File: src/sv/frs_pkg.sv
// frs_pkg: shared types and constants of the failover replacement selector
// candidate and result beat structs, config register indexes, verdict and reason codes
// no dependencies
package frs_pkg;

    localparam int MAX_COUNT_DEF = 255;
    localparam int TOT_W         = 8;
    localparam int CFG_IDX_W     = 3;
    localparam int CFG_DATA_W    = 32;

    // config register indexes
    typedef enum logic [CFG_IDX_W-1:0] {
        CFG_SUBJECT_LINK      = 3'd0,
        CFG_MIN_CONFIDENCE    = 3'd1,
        CFG_ALLOW_DEGRADED    = 3'd2,
        CFG_REQUIRE_ADJACENCY = 3'd3,
        CFG_MIN_CAPACITY      = 3'd4
    } cfg_idx_t;

    typedef enum logic [1:0] {
        VERDICT_ELIGIBLE      = 2'd0,
        VERDICT_DISPROVEN     = 2'd1,
        VERDICT_INDETERMINATE = 2'd2
    } verdict_t;

    typedef enum logic [3:0] {
        RSN_ELIGIBLE     = 4'd0,
        RSN_SUBJECT      = 4'd1,
        RSN_CONFLICT     = 4'd2,
        RSN_MISSING      = 4'd3,
        RSN_GEN_MISMATCH = 4'd4,
        RSN_PRIOR        = 4'd5,
        RSN_STALE        = 4'd6,
        RSN_LOW_CONF     = 4'd7,
        RSN_UNKNOWN      = 4'd8,
        RSN_UNUSABLE     = 4'd9,
        RSN_DEGRADED     = 4'd10,
        RSN_CAPACITY     = 4'd11,
        RSN_UNAUTHORIZED = 4'd12,
        RSN_EMPTY        = 4'd13
    } reason_t;

    typedef enum logic [1:0] {
        STATUS_SELECTED      = 2'd0,
        STATUS_INFEASIBLE    = 2'd1,
        STATUS_INDETERMINATE = 2'd2,
        STATUS_EMPTY         = 2'd3
    } status_t;

    // evidence flag bit positions
    localparam int EV_CONFLICTED = 0;
    localparam int EV_PRESENT    = 1;
    localparam int EV_GEN_ASSERT = 2;
    localparam int EV_GEN_MATCH  = 3;

    // freshness codes
    localparam logic [1:0] FRESH_CURRENT = 2'd0;
    localparam logic [1:0] FRESH_PRIOR   = 2'd1;

    // link state codes, anything from unknown up counts as unknown
    localparam logic [2:0] LS_UP       = 3'd0;
    localparam logic [2:0] LS_DEGRADED = 3'd1;
    localparam logic [2:0] LS_DOWN     = 3'd2;
    localparam logic [2:0] LS_UNUSABLE = 3'd3;
    localparam logic [2:0] LS_UNKNOWN  = 3'd4;

    typedef struct packed {
        logic        empty_run;
        logic [15:0] link_id;
        logic [31:0] link_gen;
        logic [3:0]  evidence_flags;
        logic [1:0]  freshness;
        logic [15:0] confidence;
        logic [2:0]  link_state;
        logic [31:0] age;
        logic [31:0] capacity;
        logic [31:0] cost;
        logic        authorized;
        logic        last_item;
    } frs_in_t;

    typedef struct packed {
        verdict_t           verdict;
        reason_t            reason_code;
        logic               run_done;
        status_t            run_status;
        logic [TOT_W-1:0]   eligible_total;
        logic [TOT_W-1:0]   disproven_total;
        logic [TOT_W-1:0]   undecided_total;
        logic [15:0]        chosen_link;
        logic [31:0]        chosen_gen;
    } frs_out_t;

    typedef struct packed {
        logic [15:0] subject_link;
        logic [15:0] min_confidence;
        logic        allow_degraded;
        logic        require_adjacency;
        logic [31:0] min_capacity;
    } frs_cfg_t;

    // classification handed from the check chain to the run tracker
    typedef struct packed {
        verdict_t verdict;
        reason_t  reason;
    } frs_class_t;

endpackage

File: src/sv/failover_replacement_selector.sv
// failover_replacement_selector: top level, config registers and two-register pipeline
// instantiates frs_classify and frs_tracker; uses frs_pkg
//
// channel  | signals                            | direction | beat
// ---------+------------------------------------+-----------+-------------------------------
// cand     | cand_valid, cand_stall, cand       | in        | one candidate or empty-run mark
// res      | res_valid, res_stall, res          | out       | one result per candidate beat
// cfg      | cfg_valid, cfg_ready, cfg_index,   | in        | one register write
//          | cfg_data                           |           |
//
// each beat is held in the input register, then is checked and ranked
// against the running best on its way into the result register;
// a new beat is taken every cycle unless cand_stall is high
// reset clears config registers, run state and both valid flags
// cand_stall rises only while the input register is full and the result
// register holds a beat that res_stall keeps from leaving
module failover_replacement_selector
    import frs_pkg::*;
#(
    parameter int MAX_COUNT = MAX_COUNT_DEF
)
(
    input  logic                  clk,
    input  logic                  rst_n,
    // candidate channel
    input  logic                  cand_valid,
    output logic                  cand_stall,
    input  frs_in_t               cand,
    // result channel
    output logic                  res_valid,
    input  logic                  res_stall,
    output frs_out_t              res,
    // config write channel
    input  logic                  cfg_valid,
    output logic                  cfg_ready,
    input  logic [CFG_IDX_W-1:0]  cfg_index,
    input  logic [CFG_DATA_W-1:0] cfg_data
);

    frs_cfg_t   cfg_reg, cfg_next;
    logic       s1_valid_reg, s1_valid_next;
    frs_in_t    s1_item_reg;
    logic       res_valid_reg, res_valid_next;
    frs_out_t   res_reg;

    logic       advance;   // result register can take a beat this cycle
    logic       step;      // beat moves from input register to result register
    logic       load;      // input register takes a beat
    frs_class_t cls;
    frs_out_t   result;

    // config writes are always taken; unknown indexes are dropped
    assign cfg_ready = 1'b1;

    always_comb
    begin
        cfg_next = cfg_reg;
        if (cfg_valid)
        begin
            unique case (cfg_index)
                CFG_SUBJECT_LINK:      cfg_next.subject_link      = cfg_data[15:0];
                CFG_MIN_CONFIDENCE:    cfg_next.min_confidence    = cfg_data[15:0];
                CFG_ALLOW_DEGRADED:    cfg_next.allow_degraded    = cfg_data[0];
                CFG_REQUIRE_ADJACENCY: cfg_next.require_adjacency = cfg_data[0];
                CFG_MIN_CAPACITY:      cfg_next.min_capacity      = cfg_data[31:0];
                default:               cfg_next = cfg_reg;
            endcase
        end
    end

    // pipeline control
    always_comb
    begin
        advance        = !res_valid_reg || !res_stall;
        step           = s1_valid_reg && advance;
        cand_stall     = s1_valid_reg && !advance;
        load           = !cand_stall;
        s1_valid_next  = load ? cand_valid : s1_valid_reg;
        res_valid_next = advance ? s1_valid_reg : res_valid_reg;
    end

    frs_classify u_classify
    (
        .item (s1_item_reg),
        .cfg  (cfg_reg),
        .cls  (cls)
    );

    frs_tracker #(
        .MAX_COUNT (MAX_COUNT)
    ) u_tracker
    (
        .clk    (clk),
        .rst_n  (rst_n),
        .step   (step),
        .item   (s1_item_reg),
        .cls    (cls),
        .result (result)
    );

    // control registers
    always_ff @(posedge clk or negedge rst_n)
    begin
        if (!rst_n)
        begin
            cfg_reg       <= '0;
            s1_valid_reg  <= 1'b0;
            res_valid_reg <= 1'b0;
        end
        else
        begin
            cfg_reg       <= cfg_next;
            s1_valid_reg  <= s1_valid_next;
            res_valid_reg <= res_valid_next;
        end
    end

    // payload registers
    always_ff @(posedge clk)
    begin
        if (load && cand_valid)
        begin
            s1_item_reg <= cand;
        end
        if (step)
        begin
            res_reg <= result;
        end
    end

    assign res_valid = res_valid_reg;
    assign res       = res_reg;

endmodule

File: src/sv/frs_classify.sv
// frs_classify: ordered check chain giving one candidate's verdict and reason
// combinational; uses frs_pkg
module frs_classify
    import frs_pkg::*;
(
    input  frs_in_t    item,
    input  frs_cfg_t   cfg,
    output frs_class_t cls
);

    always_comb
    begin
        // first check that fires decides
        priority if (item.link_id == cfg.subject_link)
        begin
            cls = '{VERDICT_DISPROVEN, RSN_SUBJECT};
        end
        else if (item.evidence_flags[EV_CONFLICTED])
        begin
            cls = '{VERDICT_INDETERMINATE, RSN_CONFLICT};
        end
        else if (!item.evidence_flags[EV_PRESENT])
        begin
            cls = '{VERDICT_INDETERMINATE, RSN_MISSING};
        end
        else if (item.evidence_flags[EV_GEN_ASSERT] && !item.evidence_flags[EV_GEN_MATCH])
        begin
            cls = '{VERDICT_INDETERMINATE, RSN_GEN_MISMATCH};
        end
        else if (item.freshness == FRESH_PRIOR)
        begin
            cls = '{VERDICT_INDETERMINATE, RSN_PRIOR};
        end
        else if (item.freshness != FRESH_CURRENT)
        begin
            // expired and future both count as stale
            cls = '{VERDICT_INDETERMINATE, RSN_STALE};
        end
        else if (item.confidence < cfg.min_confidence)
        begin
            cls = '{VERDICT_INDETERMINATE, RSN_LOW_CONF};
        end
        else if (item.link_state >= LS_UNKNOWN)
        begin
            cls = '{VERDICT_INDETERMINATE, RSN_UNKNOWN};
        end
        else if (item.link_state == LS_DOWN || item.link_state == LS_UNUSABLE)
        begin
            cls = '{VERDICT_DISPROVEN, RSN_UNUSABLE};
        end
        else if (item.link_state == LS_DEGRADED && !cfg.allow_degraded)
        begin
            cls = '{VERDICT_DISPROVEN, RSN_DEGRADED};
        end
        else if (item.capacity < cfg.min_capacity)
        begin
            cls = '{VERDICT_DISPROVEN, RSN_CAPACITY};
        end
        else if (cfg.require_adjacency && !item.authorized)
        begin
            cls = '{VERDICT_DISPROVEN, RSN_UNAUTHORIZED};
        end
        else
        begin
            cls = '{VERDICT_ELIGIBLE, RSN_ELIGIBLE};
        end
    end

endmodule

File: src/sv/frs_tracker.sv
// frs_tracker: per-run verdict counters, running best candidate and run status
// state updates on each step; uses frs_pkg
module frs_tracker
    import frs_pkg::*;
#(
    parameter int MAX_COUNT = MAX_COUNT_DEF
)
(
    input  logic       clk,
    input  logic       rst_n,
    input  logic       step,
    input  frs_in_t    item,
    input  frs_class_t cls,
    output frs_out_t   result
);

    localparam int CNT_W = $clog2(MAX_COUNT + 1);
    localparam logic [CNT_W-1:0] CNT_MAX = CNT_W'(MAX_COUNT);

    // best key fields, ordered so that a plain greater-than ranks candidates
    typedef struct packed {
        logic        authorized;
        logic [15:0] confidence;
        logic [31:0] age_inv;
        logic [31:0] capacity;
        logic [31:0] cost_inv;
        logic [31:0] gen;
        logic [15:0] link_inv;
    } key_t;

    logic             best_valid_reg, best_valid_next;
    key_t             lead_key_reg, lead_key_next;
    logic [CNT_W-1:0] elig_cnt_reg, elig_cnt_next;
    logic [CNT_W-1:0] disp_cnt_reg, disp_cnt_next;
    logic [CNT_W-1:0] und_cnt_reg, und_cnt_next;

    key_t cand_key;
    logic take_new;
    logic end_run;

    always_comb
    begin
        cand_key = '{item.authorized, item.confidence, ~item.age, item.capacity,
                     ~item.cost, item.link_gen, ~item.link_id};
        // strict compare keeps the earlier candidate on equal keys
        take_new = (cls.verdict == VERDICT_ELIGIBLE)
                   && (!best_valid_reg || (cand_key > lead_key_reg));

        best_valid_next = best_valid_reg || take_new;
        lead_key_next   = take_new ? cand_key : lead_key_reg;

        elig_cnt_next = elig_cnt_reg;
        disp_cnt_next = disp_cnt_reg;
        und_cnt_next  = und_cnt_reg;
        unique case (cls.verdict)
            VERDICT_ELIGIBLE:
            begin
                elig_cnt_next = (elig_cnt_reg < CNT_MAX) ? elig_cnt_reg + CNT_W'(1) : CNT_MAX;
            end
            VERDICT_DISPROVEN:
            begin
                disp_cnt_next = (disp_cnt_reg < CNT_MAX) ? disp_cnt_reg + CNT_W'(1) : CNT_MAX;
            end
            default:
            begin
                und_cnt_next = (und_cnt_reg < CNT_MAX) ? und_cnt_reg + CNT_W'(1) : CNT_MAX;
            end
        endcase

        end_run = item.empty_run || item.last_item;

        if (item.empty_run)
        begin
            result = '{VERDICT_INDETERMINATE, RSN_EMPTY, 1'b1, STATUS_EMPTY,
                       '0, '0, '0, '0, '0};
        end
        else
        begin
            result.verdict         = cls.verdict;
            result.reason_code     = cls.reason;
            result.run_done        = item.last_item;
            result.eligible_total  = TOT_W'(elig_cnt_next);
            result.disproven_total = TOT_W'(disp_cnt_next);
            result.undecided_total = TOT_W'(und_cnt_next);
            result.run_status      = STATUS_SELECTED;
            result.chosen_link     = '0;
            result.chosen_gen      = '0;
            if (item.last_item)
            begin
                priority if (best_valid_next)
                begin
                    result.run_status  = STATUS_SELECTED;
                    result.chosen_link = ~lead_key_next.link_inv;
                    result.chosen_gen  = lead_key_next.gen;
                end
                else if (und_cnt_next != '0)
                begin
                    result.run_status = STATUS_INDETERMINATE;
                end
                else
                begin
                    result.run_status = STATUS_INFEASIBLE;
                end
            end
        end
    end

    always_ff @(posedge clk or negedge rst_n)
    begin
        if (!rst_n)
        begin
            best_valid_reg <= 1'b0;
            lead_key_reg   <= '0;
            elig_cnt_reg   <= '0;
            disp_cnt_reg   <= '0;
            und_cnt_reg    <= '0;
        end
        else if (step)
        begin
            if (end_run)
            begin
                best_valid_reg <= 1'b0;
                lead_key_reg   <= '0;
                elig_cnt_reg   <= '0;
                disp_cnt_reg   <= '0;
                und_cnt_reg    <= '0;
            end
            else
            begin
                best_valid_reg <= best_valid_next;
                lead_key_reg   <= lead_key_next;
                elig_cnt_reg   <= elig_cnt_next;
                disp_cnt_reg   <= disp_cnt_next;
                und_cnt_reg    <= und_cnt_next;
            end
        end
    end

endmodule
File: config.mk
export PLATFORM = sky130hd
export DESIGN_NAME = failover_replacement_selector
export DESIGN_NICKNAME = d
export VERILOG_FILES = /design/src/sv/frs_pkg.sv /design/src/sv/failover_replacement_selector.sv /design/src/sv/frs_classify.sv /design/src/sv/frs_tracker.sv
export SDC_FILE = /design/constraint.sdc
export NUM_CORES = 1
export LEC_CHECK = 0
export BUFFER_PORTS_ARGS = -buffer_cell sky130_fd_sc_hd__buf_2
export CAP_MARGIN = 0
export CORE_MARGIN = 4
export CORE_UTILIZATION = 51
export DETAILED_ROUTE_END_ITERATION = 10
export GPL_TIMING_DRIVEN = 1
export PLACE_DENSITY = 0.71
export REMOVE_ABC_BUFFERS = 1
export SLEW_MARGIN = 25
export SYNTH_ARGS = -nofsm -noshare
export SYNTH_HDL_FRONTEND = slang
export SYNTH_SLANG_ARGS = --single-unit
File: constraint.sdc
create_clock -name clk -period 9.35 [get_ports clk]
set_clock_uncertainty 0.2 [all_clocks]
set_input_delay 1.4025 -clock clk [delete_from_list [all_inputs] [get_ports clk]]
set_output_delay 1.4025 -clock clk [all_outputs]
set_load 0.01 [all_outputs]
Word-level counts from Yosys, hierarchy flattened
Cells that the tools add are included.
{"block": "classes", "reduce_logical": 34, "addsub": 3, "order_cmp": 7, "eq_ne": 10, "n_mux": 27, "bitwise_logic": 6}
{"op": "161-bit two-way mux", "n": 2}
{"op": "161-bit greater-than comparator", "n": 1}
{"op": "8-bit two-way mux", "n": 9}
{"op": "6-bit two-way mux", "n": 11}
{"op": "32-bit inverter", "n": 2}
{"op": "32-bit < comparator", "n": 1}
{"op": "16-bit inverter", "n": 2}
{"op": "8-bit by 1-bit adder with 8-bit output (second input constant)", "n": 3}
{"op": "8-bit < comparator (second input constant)", "n": 3}
{"op": "16-bit equality test", "n": 1}
{"op": "16-bit < comparator", "n": 1}
{"op": "3-bit by 2-bit equality test with 1-bit output (second input constant)", "n": 4}
{"op": "2-bit AND reduction", "n": 6}
{"op": "1-bit logical NOT", "n": 8}
{"op": "8-bit nonzero test", "n": 1}
{"op": "1-bit logical AND", "n": 7}
{"op": "3-bit by 1-bit equality test with 1-bit output (second input constant)", "n": 2}
{"op": "2-bit two-way mux", "n": 3}
{"op": "1-bit logical OR", "n": 5}
{"op": "5-bit two-way mux", "n": 1}
{"op": "2-bit by 1-bit equality test with 1-bit output (second input constant)", "n": 2}
{"op": "2-bit nonzero test", "n": 2}
{"op": "2-bit OR reduction", "n": 2}
{"op": "3-bit equality test (second input constant)", "n": 1}
{"op": "other kinds (6)", "n": 7}
{"block": "totals", "elab_cells": 127, "regBits": 507, "output_inout_bits": 84, "in_bits": 212}

Longest topological paths before layout
Gate-level depths: netlist of the first run.
{"block": "logic_depth", "depth_word": 21, "depth_mapped": 14, "ltp_nobuf": 11}

Modules after synthesis
From an unflattened synthesis of the first run, not the netlist that was laid out.
{"block": "hier_totals", "cells_unflattened": 2103, "area_unflattened_um2": 24586.1}
{"mod": "frs_tracker", "area_per_inst_um2": 12831.1, "cells_each": 1480, "instances": 1, "seq_area_each_um2": 4654.5}
{"mod": "failover_replacement_selector", "area_per_inst_um2": 10247.3, "cells_each": 407, "instances": 1, "seq_area_each_um2": 9298.9}
{"mod": "frs_classify", "area_per_inst_um2": 1507.7, "cells_each": 216, "instances": 1, "seq_area_each_um2": 0.0}

Worst setup path after synthesis of the first run
No wires, ideal clock.
{"block": "synth_timing", "path_type": "input to register", "start": "input port res_stall", "end": "register s1_item_reg[0] (netlist name), enable pin", "setup_slack_ns": 3.156, "path_stages": 2, "t_required_ns": 8.597, "arrival_ns": 5.441, "n_path_buf": 0, "setup_ns": 0.553, "cell_sequence": "nand3_1 -> and2_1"}
{"block": "synth_between", "elab_chain_cells": 6}
{"element": "start, declared", "line": "failover_replacement_selector.sv:31", "text": "input logic res_stall,"}
{"element": "1-bit logical NOT", "line": "failover_replacement_selector.sv:74", "text": "advance = !res_valid_reg || !res_stall;"}
{"element": "1-bit logical OR", "line": "failover_replacement_selector.sv:74"}
{"element": "1-bit logical NOT", "line": "failover_replacement_selector.sv:76", "text": "cand_stall = s1_valid_reg && !advance;"}
{"element": "1-bit logical AND", "line": "failover_replacement_selector.sv:76"}
{"element": "1-bit logical NOT", "line": "failover_replacement_selector.sv:77", "text": "load = !cand_stall;"}
{"element": "1-bit logical AND", "line": "failover_replacement_selector.sv:121", "text": "if (load && cand_valid)"}
{"element": "end signal, assigned", "line": "failover_replacement_selector.sv:123", "text": "s1_item_reg <= cand;"}
{"element": "end, declared", "line": "failover_replacement_selector.sv:42", "text": "frs_in_t s1_item_reg;"}
Every way passes these cells.
A chain may end at the register's enable or synchronous reset.

Worst setup path in the final report of the first run
{"block": "layout_timing", "start": "register s1_item_reg[1] (netlist name)", "end": "register u_tracker.lead_key_reg[55] (netlist name)"}
{"block": "layout_between", "elab_chain_cells": 18, "elab_cells_between_ends": 20, "classes_between": "order compare (1); mux (12); reduce/logical (7)"}
{"element": "1-bit logical NOT", "line": "frs_classify.sv:59", "text": "else if (cfg.require_adjacency && !item.authorized)"}
{"element": "1-bit logical AND", "line": "frs_classify.sv:59"}
{"element": "5-bit two-way mux", "line": "frs_classify.sv:59"}
{"element": "6-bit two-way mux", "line": "frs_classify.sv:55", "text": "else if (item.capacity < cfg.min_capacity)"}
{"element": "6-bit two-way mux", "line": "frs_classify.sv:51", "text": "else if (item.link_state == LS_DEGRADED && !cfg.allow_degraded)"}
{"element": "6-bit two-way mux", "line": "frs_classify.sv:47", "text": "else if (item.link_state == LS_DOWN || item.link_state == LS_UNUSABLE)"}
{"element": "6-bit two-way mux", "line": "frs_classify.sv:43", "text": "else if (item.link_state >= LS_UNKNOWN)"}
{"element": "6-bit two-way mux", "line": "frs_classify.sv:39", "text": "else if (item.confidence < cfg.min_confidence)"}
{"element": "[2 not listed]"}
{"element": "6-bit two-way mux", "line": "frs_classify.sv:26", "text": "else if (item.evidence_flags[EV_GEN_ASSERT] && !item.evidence_flags[EV_GEN_MATCH])"}
{"element": "6-bit two-way mux", "line": "frs_classify.sv:22", "text": "else if (!item.evidence_flags[EV_PRESENT])"}
{"element": "6-bit two-way mux", "line": "frs_classify.sv:18", "text": "else if (item.evidence_flags[EV_CONFLICTED])"}
{"element": "6-bit two-way mux", "line": "frs_classify.sv:14", "text": "priority if (item.link_id == cfg.subject_link)"}
{"element": "2-bit logical NOT", "line": "frs_tracker.sv:46", "text": "take_new = (cls.verdict == VERDICT_ELIGIBLE)"}
{"element": "1-bit logical AND *", "line": "frs_tracker.sv:47", "text": "&& (!best_valid_reg || (cand_key > lead_key_reg));"}
{"element": "2-bit nonzero test (no source line) *"}
{"element": "2-bit AND reduction (no source line) *"}
{"element": "end signal, assigned", "line": "frs_tracker.sv:131", "text": "lead_key_reg <= lead_key_next;"}
{"element": "end, declared", "line": "frs_tracker.sv:32", "text": "key_t lead_key_reg, lead_key_next;"}
Mark *: on every way between the ends. The rest lies on a longest branch, timed or not.

==> flow_summary.toml, run 1 <==
[status]
status = "completed"

[synth]
ys_warn_count = 0
ys_seq_elements = 507
muxShareOfSynthArea_pct = 1.05
synthSimpleGateAreaFrac_pct = 8.19
postSynthCellCount = 2113
synth-seq-area-share_pct = 57.1
avgSynthCellArea_um2 = 11.6
synth_compound_area_share_pct = 16.1
synth_top_family_by_area = "compound AO/OA/AOI/OAI gates"
synth_edf_count = 253
synthFlopType = "dfrtp_1"
syn_area_um2 = 24400
synth_xor_area_share_pct = 0.574
synth.distinct_cells = 69
synthAdderAreaFrac_pct = 10.8
synth-async-reset-ratio_pct = 50.1

[die]
row_count = 79
initial_utilization_pct = 52.0
die_h_um = 227
dieArea_um2 = 51400
core_area_um2 = 47000
die_w_um = 227
io_pins = 296

[critical_path]
crit_path_end_kind = "flip-flop"
r2r_slack_ns = 3.83
worstPathArrival_ns = 5.85
path_class = "reg -> reg"
crit_required_ns = 9.68
critPathMaxFanout = 65
cp-start-kind = "flip-flop"

[detailed_routing]
drt_iter0_drc = 1655
routed_wl_mm = 59.9
wl_per_cell_um = 19.7
routed_via_density = 5.77
postRouteAntennaNets = 0
vias = 17600
route.detailed.drc = 0
first_pass_iters = 7

[grt]
grt_start_max_net_pins = 162
groute.usage.overall_pct = 22.8
grt_pass1_wl_mm = 93.2
gr-total-overflow = 0
grt_pass1_vias = 17400
antenna_found_initial = 8

[cts]
holdBufCountCts = 0
cts_resized = 0
numCtsBuffers = 54
h-tree-depth = 2
clkLatencyLatePin_ns = 0.61
clkSinkCount = 507
clockBufferDepth = 3
tritoncts = "yes"
cts_setup_buffers = 0
cts.clk_slew.worst_paths_ns = 0.06
cts_root_buf = "clkbuf_16"

[timing]
fmax_mhz = 181
setup_tns_ns = 0
drv_slew = 0
setup_ws_ns = 3.83
period_minus_slack_ns = 5.52
finalHoldViolCount = 0
relSlewSlack_pct = 24.1
tightest_slew_ns = 1.11
period_share_pct = 59.0
rsz0062_at_grt = "no"
setup_viol = 0

[power_and_ir_drop]
total_power_mw = 5.37
p_leak_nw = 12.2
power_density_nw_per_um2 = 189
peakVddDrop_v = 0.000155

[layout]
final_common_cell = "inv_1"
largest_reg_flops = 172
layout.nets = 2813
regArea_um2 = 14000
final_cell_area_um2 = 28400
fin_util_pct = 60.4
multi_input_area_um2 = 9020
final_cell_mix = "297 x inv_1, 293 x buf_2, 254 x dfrtp_1"
drive_above_1_share_pct = 18.0
num-fill-cells = 3738
area_delta_synth_final_pct = 16.2

[placed_design]
gp_congestion = 0.886
dp_hpwl_mm = 41.5
pre_cts_slack_ns = 3.76
place.port_buffers = 294
place_area_um2 = 26500

[run]
drv_cap = 0

[worst_hold_path]
hold_class = "reg -> reg"
-- stage by stage --
stage	cells	hold slack, ns
after floorplan	2022	0.257
after global placement	2942	0.280
after detailed placement	2942	0.291
after CTS	3042	0.307
after global routing	3047	0.316
final	3049	0.299
-- layout make-up --
type                            count  area share [%]
Sequential cell                   507            49.2
Timing Repair Buffer              313            5.77
Clock inverter                     27            1.14
Inverter                          298            3.95
Multi-Input combinational cell   1217            31.8
Clock buffer                       73            5.44
Tap cell                          607            2.68
Antenna cell                        7          0.0617
-- report_power, final --
part | switching [mW] | internal [mW]
Clock | 0.893 | 1.35
Sequential | 0.0758 | 2.50
Combinational | 0.340 | 0.217
Total | 1.31 | 4.06
-- kinds of logic after synthesis --
| family | count (synthesis) |
|---|---|
| AOI/OAI and AO/OA | 573 |
| xor gates and xnor gates | 16 |
| adders and majority gates | 210 |
| buffers and inverters | 389 |
| DFF | 507 |
| muxes | 23 |
| other | 1 |
| and+or+nand+nor | 394 |
-- path summary, 6_finish.rpt --
kind	cells past startpoint	endpoint	from
min in group asynchronous	1	u_tracker.disp_cnt_reg[7]	rst_n
max in group asynchronous	2	cfg_reg[56]	rst_n
worst max-delay path	13	u_tracker.lead_key_reg[55]	s1_item_reg[1]
worst max register to register	13	u_tracker.lead_key_reg[55]	s1_item_reg[1]
worst min-delay path	1	res_valid	s1_valid_reg
worst min register to register	1	res_valid	s1_valid_reg
-- critical path: stages (launching register included) --
cell and delay [ns]:
edfxtp_1 0.48, ha_1 0.36, nand4_1 0.21, nor4_1 0.67, nand4_1 0.40, nor3_1 0.58, nand3_1 0.22, o31ai_1 0.15
nand4_1 0.14, buf_4 0.31, o211ai_4 0.24, buf_4 0.47, buf_4 0.66, a22o_1 0.26
-- cells in the mapped netlist (all sizes together), types with 3 or more instances --
| cell | count | area (um^2) |
|---|---|---|
| inv | 297 | 1110 |
| dfrtp | 254 | 6360 |
| edfxtp | 253 | 7600 |
| ha | 210 | 2630 |
| a22o | 163 | 1430 |
| a21oi | 128 | 641 |
| o21ai | 118 | 591 |
| nand2 | 111 | 417 |
| nand3 | 66 | 330 |
| clkbuf | 65 | 244 |
| nor2 | 49 | 184 |
| nand4 | 47 | 294 |
| a21o | 46 | 345 |
| nor3 | 42 | 221 |
| a211oi | 29 | 218 |
| buf | 26 | 131 |
| a31oi | 21 | 131 |
| mux2 | 20 | 225 |
| xnor2 | 16 | 140 |
| nor4 | 15 | 93.8 |
| and3 | 11 | 68.8 |
| nand2b | 10 | 62.6 |
| a311oi | 9 | 78.8 |
| and2 | 9 | 56.3 |
| nor2b | 9 | 56.3 |
| o21a | 9 | 67.6 |
| and4 | 8 | 70.1 |
| o211ai | 7 | 57.6 |
| o31ai | 6 | 45.0 |
| a211o | 5 | 43.8 |
| a221o | 4 | 40.0 |
| a41o | 4 | 40.0 |
| or2 | 4 | 25.0 |
| a221oi | 3 | 26.3 |
| mux2i | 3 | 30.0 |
-- routing by layer --
metal	share of wire, %	up-vias	global-route usage (%)
li1	-	8281	-
met1	43	8573	31.9
met5	0.057	-	0
met2	46	616	36.0
met4	3.2	6	8.27
met3	7.2	119	4.38
No activity file was read; power rests on OpenSTA's default activity.
==> run 2: changes to the inputs <==
==> constraint.sdc (replaced) <==
create_clock -name clk -period 5.1 [get_ports clk]
set_clock_uncertainty 0.2 [all_clocks]
set_input_delay 0.765 -clock clk [delete_from_list [all_inputs] [get_ports clk]]
set_output_delay 0.765 -clock clk [all_outputs]
set_load 0.01 [all_outputs]
==> flow_summary.toml, run 2 (same netlist as run 1, synthesis figures left out) <==
[critical_path]
crit_path_end_kind = "flip-flop"
critPathMaxFanout = 15
critPathBufInv = 0
path_delay_family = "simple AND/OR/NAND/NOR gates"
r2r_slack_ns = 0.47
reg2reg_to = "res[46]"
path_class = "reg -> reg"
r2r-start = "s1_item_reg[1]"
cp_slowest_stage_delay_ns = 0.61
cp-endpoint = "res[46]"
startpoint = "s1_item_reg[1]"
crit_required_ns = 5.20
crit_path_cell_trace = "ha_1 -> nand4_1 -> nor4_1 -> nand4_1 -> nor3_2 -> nand3_1 -> o31ai_1 -> nand4_1 -> nand2_1 -> a211oi_1"
crit_path_frequent_cell = "nand4_1"
cp-start-kind = "flip-flop"
path_depth = 10
rr_worst_depth = 10
worstPathArrival_ns = 4.73
cpMaxStageDelayCell = "nand2_1"

[layout]
fin_util_pct = 60.9
final_cell_area_um2 = 28600
largest_reg_flops = 172
drive_above_1_share_pct = 18.4
final_cell_mix = "297 x inv_1, 293 x buf_2, 254 x dfrtp_1"
layout.nets = 2820
final_common_cell = "inv_1"
area_delta_synth_final_pct = 17.1

[detailed_routing]
wl_per_cell_um = 19.9
first_pass_iters = 6
route.detailed.drc = 0
vias = 17700
drt_iter0_drc = 1539
routed_wl_mm = 60.8
routed_via_density = 5.78
postRouteAntennaNets = 0

[die]
die_w_um = 227
die_h_um = 227
initial_utilization_pct = 52.0
dieArea_um2 = 51400
row_count = 79
io_pins = 296
core_area_um2 = 47000

[timing]
finalHoldViolCount = 0
period_share_pct = 90.7
tightest_slew_ns = 0.919
drv_slew = 0
fmax_mhz = 216
rsz0062_at_grt = "no"
relSlewSlack_pct = 38.8
period_minus_slack_ns = 4.63
setup_viol = 0

[grt]
gr-total-overflow = 0
grt_start_max_net_pins = 111
antenna_found_initial = 9
grt_pass1_wl_mm = 94.6
groute.usage.overall_pct = 23.2
grt_pass1_vias = 17600

[cts]
numCtsBuffers = 54
h-tree-depth = 2
cts_setup_buffers = 0
cts.clk_slew.worst_paths_ns = 0.06
clkSinkCount = 507
clkLatencyLatePin_ns = 0.61
tritoncts = "yes"
clockBufferDepth = 3
cts_root_buf = "clkbuf_16"
holdBufCountCts = 0

[placed_design]
gp_congestion = 0.910
place_area_um2 = 26600
place.port_buffers = 294
dp_hpwl_mm = 42.2

[power_and_ir_drop]
p_leak_nw = 12.3
power_density_nw_per_um2 = 351
p_int_mw = 7.60
peakVddDrop_v = 0.000256
p_seq_share_pct = 47.1
p_sw_mw = 2.42
sw_frac_of_total_pct = 24.1
pwr-share-comb_pct = 10.4
clkPwrFrac_pct = 42.5

[status]
status = "completed"

[run]
drv_cap = 0

[worst_hold_path]
hold_class = "in -> async"
[run 2: cell type report]
cell class	instances	area (um^2)
Clock buffer	82	1750
Multi-Input combinational cell	1217	9020
Sequential cell	507	14000
Inverter	298	1120
Antenna cell	5	12.5
Timing Repair Buffer	320	1750
Tap cell	607	759
Clock inverter	19	225
Fill cell	3761	18400
[run 2: worst register-to-register path, cell delays in order (launching register included)]
cell and delay [ns]:
edfxtp_1 0.46, ha_1 0.35, nand4_1 0.22, nor4_1 0.45
nand4_1 0.42, nor3_2 0.54, nand3_1 0.26, o31ai_1 0.22
nand4_1 0.40, nand2_1 0.61, a211oi_1 0.21
[run 2: worst min-delay path by stage]
stage                                startpoint                           to  slack, ns
global route                              rst_n    u_tracker.disp_cnt_reg[6]       0.07
finish                                    rst_n    u_tracker.disp_cnt_reg[6]       0.01
floorplan                          s1_valid_reg                    res_valid       0.26
global placement                   s1_valid_reg                    res_valid       0.27
detailed placement  u_tracker.lead_key_reg[107]  u_tracker.lead_key_reg[107]       0.29
CTS                                       rst_n    u_tracker.disp_cnt_reg[6]       0.07
[run 2: what timing repair did]
item,4_1_cts,5_1_grt
endpoints found under the hold margin,0,0
resized for setup,0,1
endpoints found under the setup margin,0,206
[run 2: power by group through the flow]
stage	combinational, mW	sequential [mW]	clock, mW
global placement	0.999	4.80	0
CTS	1.05	4.72	4.33
finish	1.04	4.72	4.26
global route	1.18	4.74	4.51
floorplan	0.591	4.80	0
detailed placement	1.04	4.80	0
[run 2: per-layer routing]
layer | wire length [um] | part of all wire [%] | up-vias | track usage [%]
li1 | - | - | 8286 | -
met1 | 26200 | 43 | 8670 | 32.5
met2 | 28800 | 47 | 601 | 37.3
met3 | 4260 | 7.0 | 97 | 4.23
met4 | 1450 | 2.4 | 8 | 7.07
met5 | 43 | 0.071 | - | 0
[run 2: metrics by stage]
step | hold WS (ns) | setup TNS [ns] | std cells | power, mW | setup WS (ns)
6_report | 0.0112 | 0 | 3055 | 10.0 | 0.473
5_1_grt | 0.0727 | 0 | 3055 | 10.4 | 0.0709
4_1_cts | 0.0698 | 0 | 3049 | 10.1 | 0.0828
3_5_place_dp | 0.291 | 0 | 2948 | 5.84 | 0.107
3_3_place_gp | 0.275 | 0 | 2948 | 5.79 | 0.161
2_1_floorplan | 0.257 | -404.91 | 2022 | 5.39 | -2.03
==> run 3: changes to the inputs <==
--- a/config.mk
+++ b/config.mk
@@ -5,7 +5,7 @@
 export SDC_FILE = /design/constraint.sdc
 export NUM_CORES = 1
 export LEC_CHECK = 0
-export BUFFER_PORTS_ARGS = -buffer_cell sky130_fd_sc_hd__buf_2
+export BUFFER_PORTS_ARGS = -buffer_cell sky130_fd_sc_hd__buf_4
 export CAP_MARGIN = 0
 export CORE_MARGIN = 4
 export CORE_UTILIZATION = 51
==> flow_summary.toml, run 3 (same netlist as run 1, synthesis figures left out) <==
[grt]
grt_pass1_wl_mm = 94.6
antenna_found_initial = 4
grt_pass1_vias = 17800
grt_start_max_net_pins = 138
groute.usage.overall_pct = 23.1
gr-total-overflow = 0

[power_and_ir_drop]
peakVddDrop_v = 0.000277
p_leak_nw = 12.4
power_density_nw_per_um2 = 336

[timing]
drv_slew = 0
tightest_slew_ns = 1.11
whs_ns = 0.141
setup_tns_ns = 0
fmax_mhz = 206
rsz0062_at_grt = "no"
finalHoldViolCount = 0
setup_viol = 0
relSlewSlack_pct = 25.6
period_minus_slack_ns = 4.85
period_share_pct = 95.0

[detailed_routing]
drt_iter0_drc = 1480
vias = 17600
routed_wl_mm = 60.4
routed_via_density = 5.76
first_pass_iters = 8
postRouteAntennaNets = 0
wl_per_cell_um = 19.8
route.detailed.drc = 0

[critical_path]
path_class = "reg -> reg"
cp-start-kind = "flip-flop"
crit_path_end_kind = "flip-flop"
worstPathArrival_ns = 5.16
crit_required_ns = 5.41
critPathMaxFanout = 137

[layout]
area_delta_synth_final_pct = 19.3
final_common_cell = "buf_4"
num-fill-cells = 3697
layout.nets = 2816
final_cell_mix = "309 x buf_4, 297 x inv_1, 254 x dfrtp_1"
largest_reg_flops = 172
drive_above_1_share_pct = 17.9

[run]
drv_cap = 0

[cts]
cts_root_buf = "clkbuf_16"
cts_setup_buffers = 0
cts.clk_slew.worst_paths_ns = 0.06
clkSinkCount = 507
clockBufferDepth = 3
h-tree-depth = 2
numCtsBuffers = 53
tritoncts = "yes"
clkLatencyLatePin_ns = 0.60

[die]
row_count = 79
initial_utilization_pct = 52.0
die_w_um = 227
dieArea_um2 = 51400
io_pins = 296
die_h_um = 227
core_area_um2 = 47000

[status]
status = "completed"

[placed_design]
gp_congestion = 0.905
place.port_buffers = 294
dp_hpwl_mm = 41.8

[worst_hold_path]
hold_class = "in -> reg"
[run 3: cell types whose count changed in the layout (fill, tap and decap cells not counted), moves of 2 or more]
| cell | before | now |
|---|---|---|
| clkbuf_16 | 62 | 56 |
| buf_4 | 20 | 309 |
| clkbuf_1 | 8 | 16 |
| buf_2 | 293 | 0 |
| clkbuf_8 | 12 | 10 |
[run 3: layout make-up]
class,instances,area (um^2),share of cell area (%)
flip-flops and latches,507,14000,47.9
multi-input cells,1217,9020,31.0
repair buffers,317,2460,8.46
clock buffers,82,1600,5.49
inverters,298,1120,3.85
well taps,607,759,2.61
clock inverters,17,198,0.679
diodes,4,10.0,0.0344
[run 3: worst max-delay path, cell delays in order, from the launching register on]
cell	delay (ns)
edfxtp_1	0.46
ha_1	0.36
nand4_1	0.16
nor4_1	0.97
nand4b_1	0.35
nor2_1	0.24
nand3_1	0.21
o211ai_1	0.27
nand4_1	0.30
o211ai_4	0.30
buf_12	0.48
a22o_1	0.26
[run 3: final timing paths]
kind	startpoint	endpoint	slack (ns)	cells past startpoint
worst max-delay path	s1_item_reg[38]	u_tracker.lead_key_reg[101]	0.25	11
worst min-delay path	cand[161]	s1_item_reg[161]	0.14	1
worst max register to register	s1_item_reg[38]	u_tracker.lead_key_reg[101]	0.25	11
worst min register to register	u_tracker.lead_key_reg[129]	u_tracker.lead_key_reg[129]	0.30	1
max in group asynchronous	rst_n	u_tracker.lead_key_reg[137]	3.45	3
min in group asynchronous	rst_n	u_tracker.disp_cnt_reg[7]	0.46	2
[run 3: stage by stage]
step | utilization, % | setup WS, ns | power [mW] | cell area [um^2] | cells
after floorplan | - | -2.03 | 5.39 | 24000 | 2022
after global placement | 58.1 | 0.132 | 5.85 | 27300 | 2944
after detailed placement | 58.1 | 0.0525 | 5.90 | 27300 | 2944
after CTS | 61.9 | 0.0156 | 9.86 | 29100 | 3043
after global routing | 62.0 | 0.112 | 10.2 | 29100 | 3049
final | 62.0 | 0.254 | 9.78 | 29100 | 3049
[run 3: report_power, final]
part / switching, mW / internal (mW) / leakage (nW)
Clock: 1.60 / 2.36 / 0.885
Combinational: 0.626 / 0.473 / 5.67
Sequential: 0.141 / 4.58 / 5.88
[run 3: routing by layer]
layer / part of all wire, % / wire [um] / GRT usage, % / up-vias
li1: - / - / - / 8269
met1: 44 / 26300 / 32.4 / 8625
met2: 47 / 28200 / 36.7 / 564
met3: 6.7 / 4020 / 4.23 / 113
met4: 3.0 / 1830 / 7.78 / 0
met5: 0 / 0 / 0 / -
[run 3: what timing repair did]
item / in CTS / in global routing
gates resized for setup: 0 / 1
hold buffers: 0 / 1
setup endpoints to repair: 0 / 138
hold endpoints to repair: 0 / 40
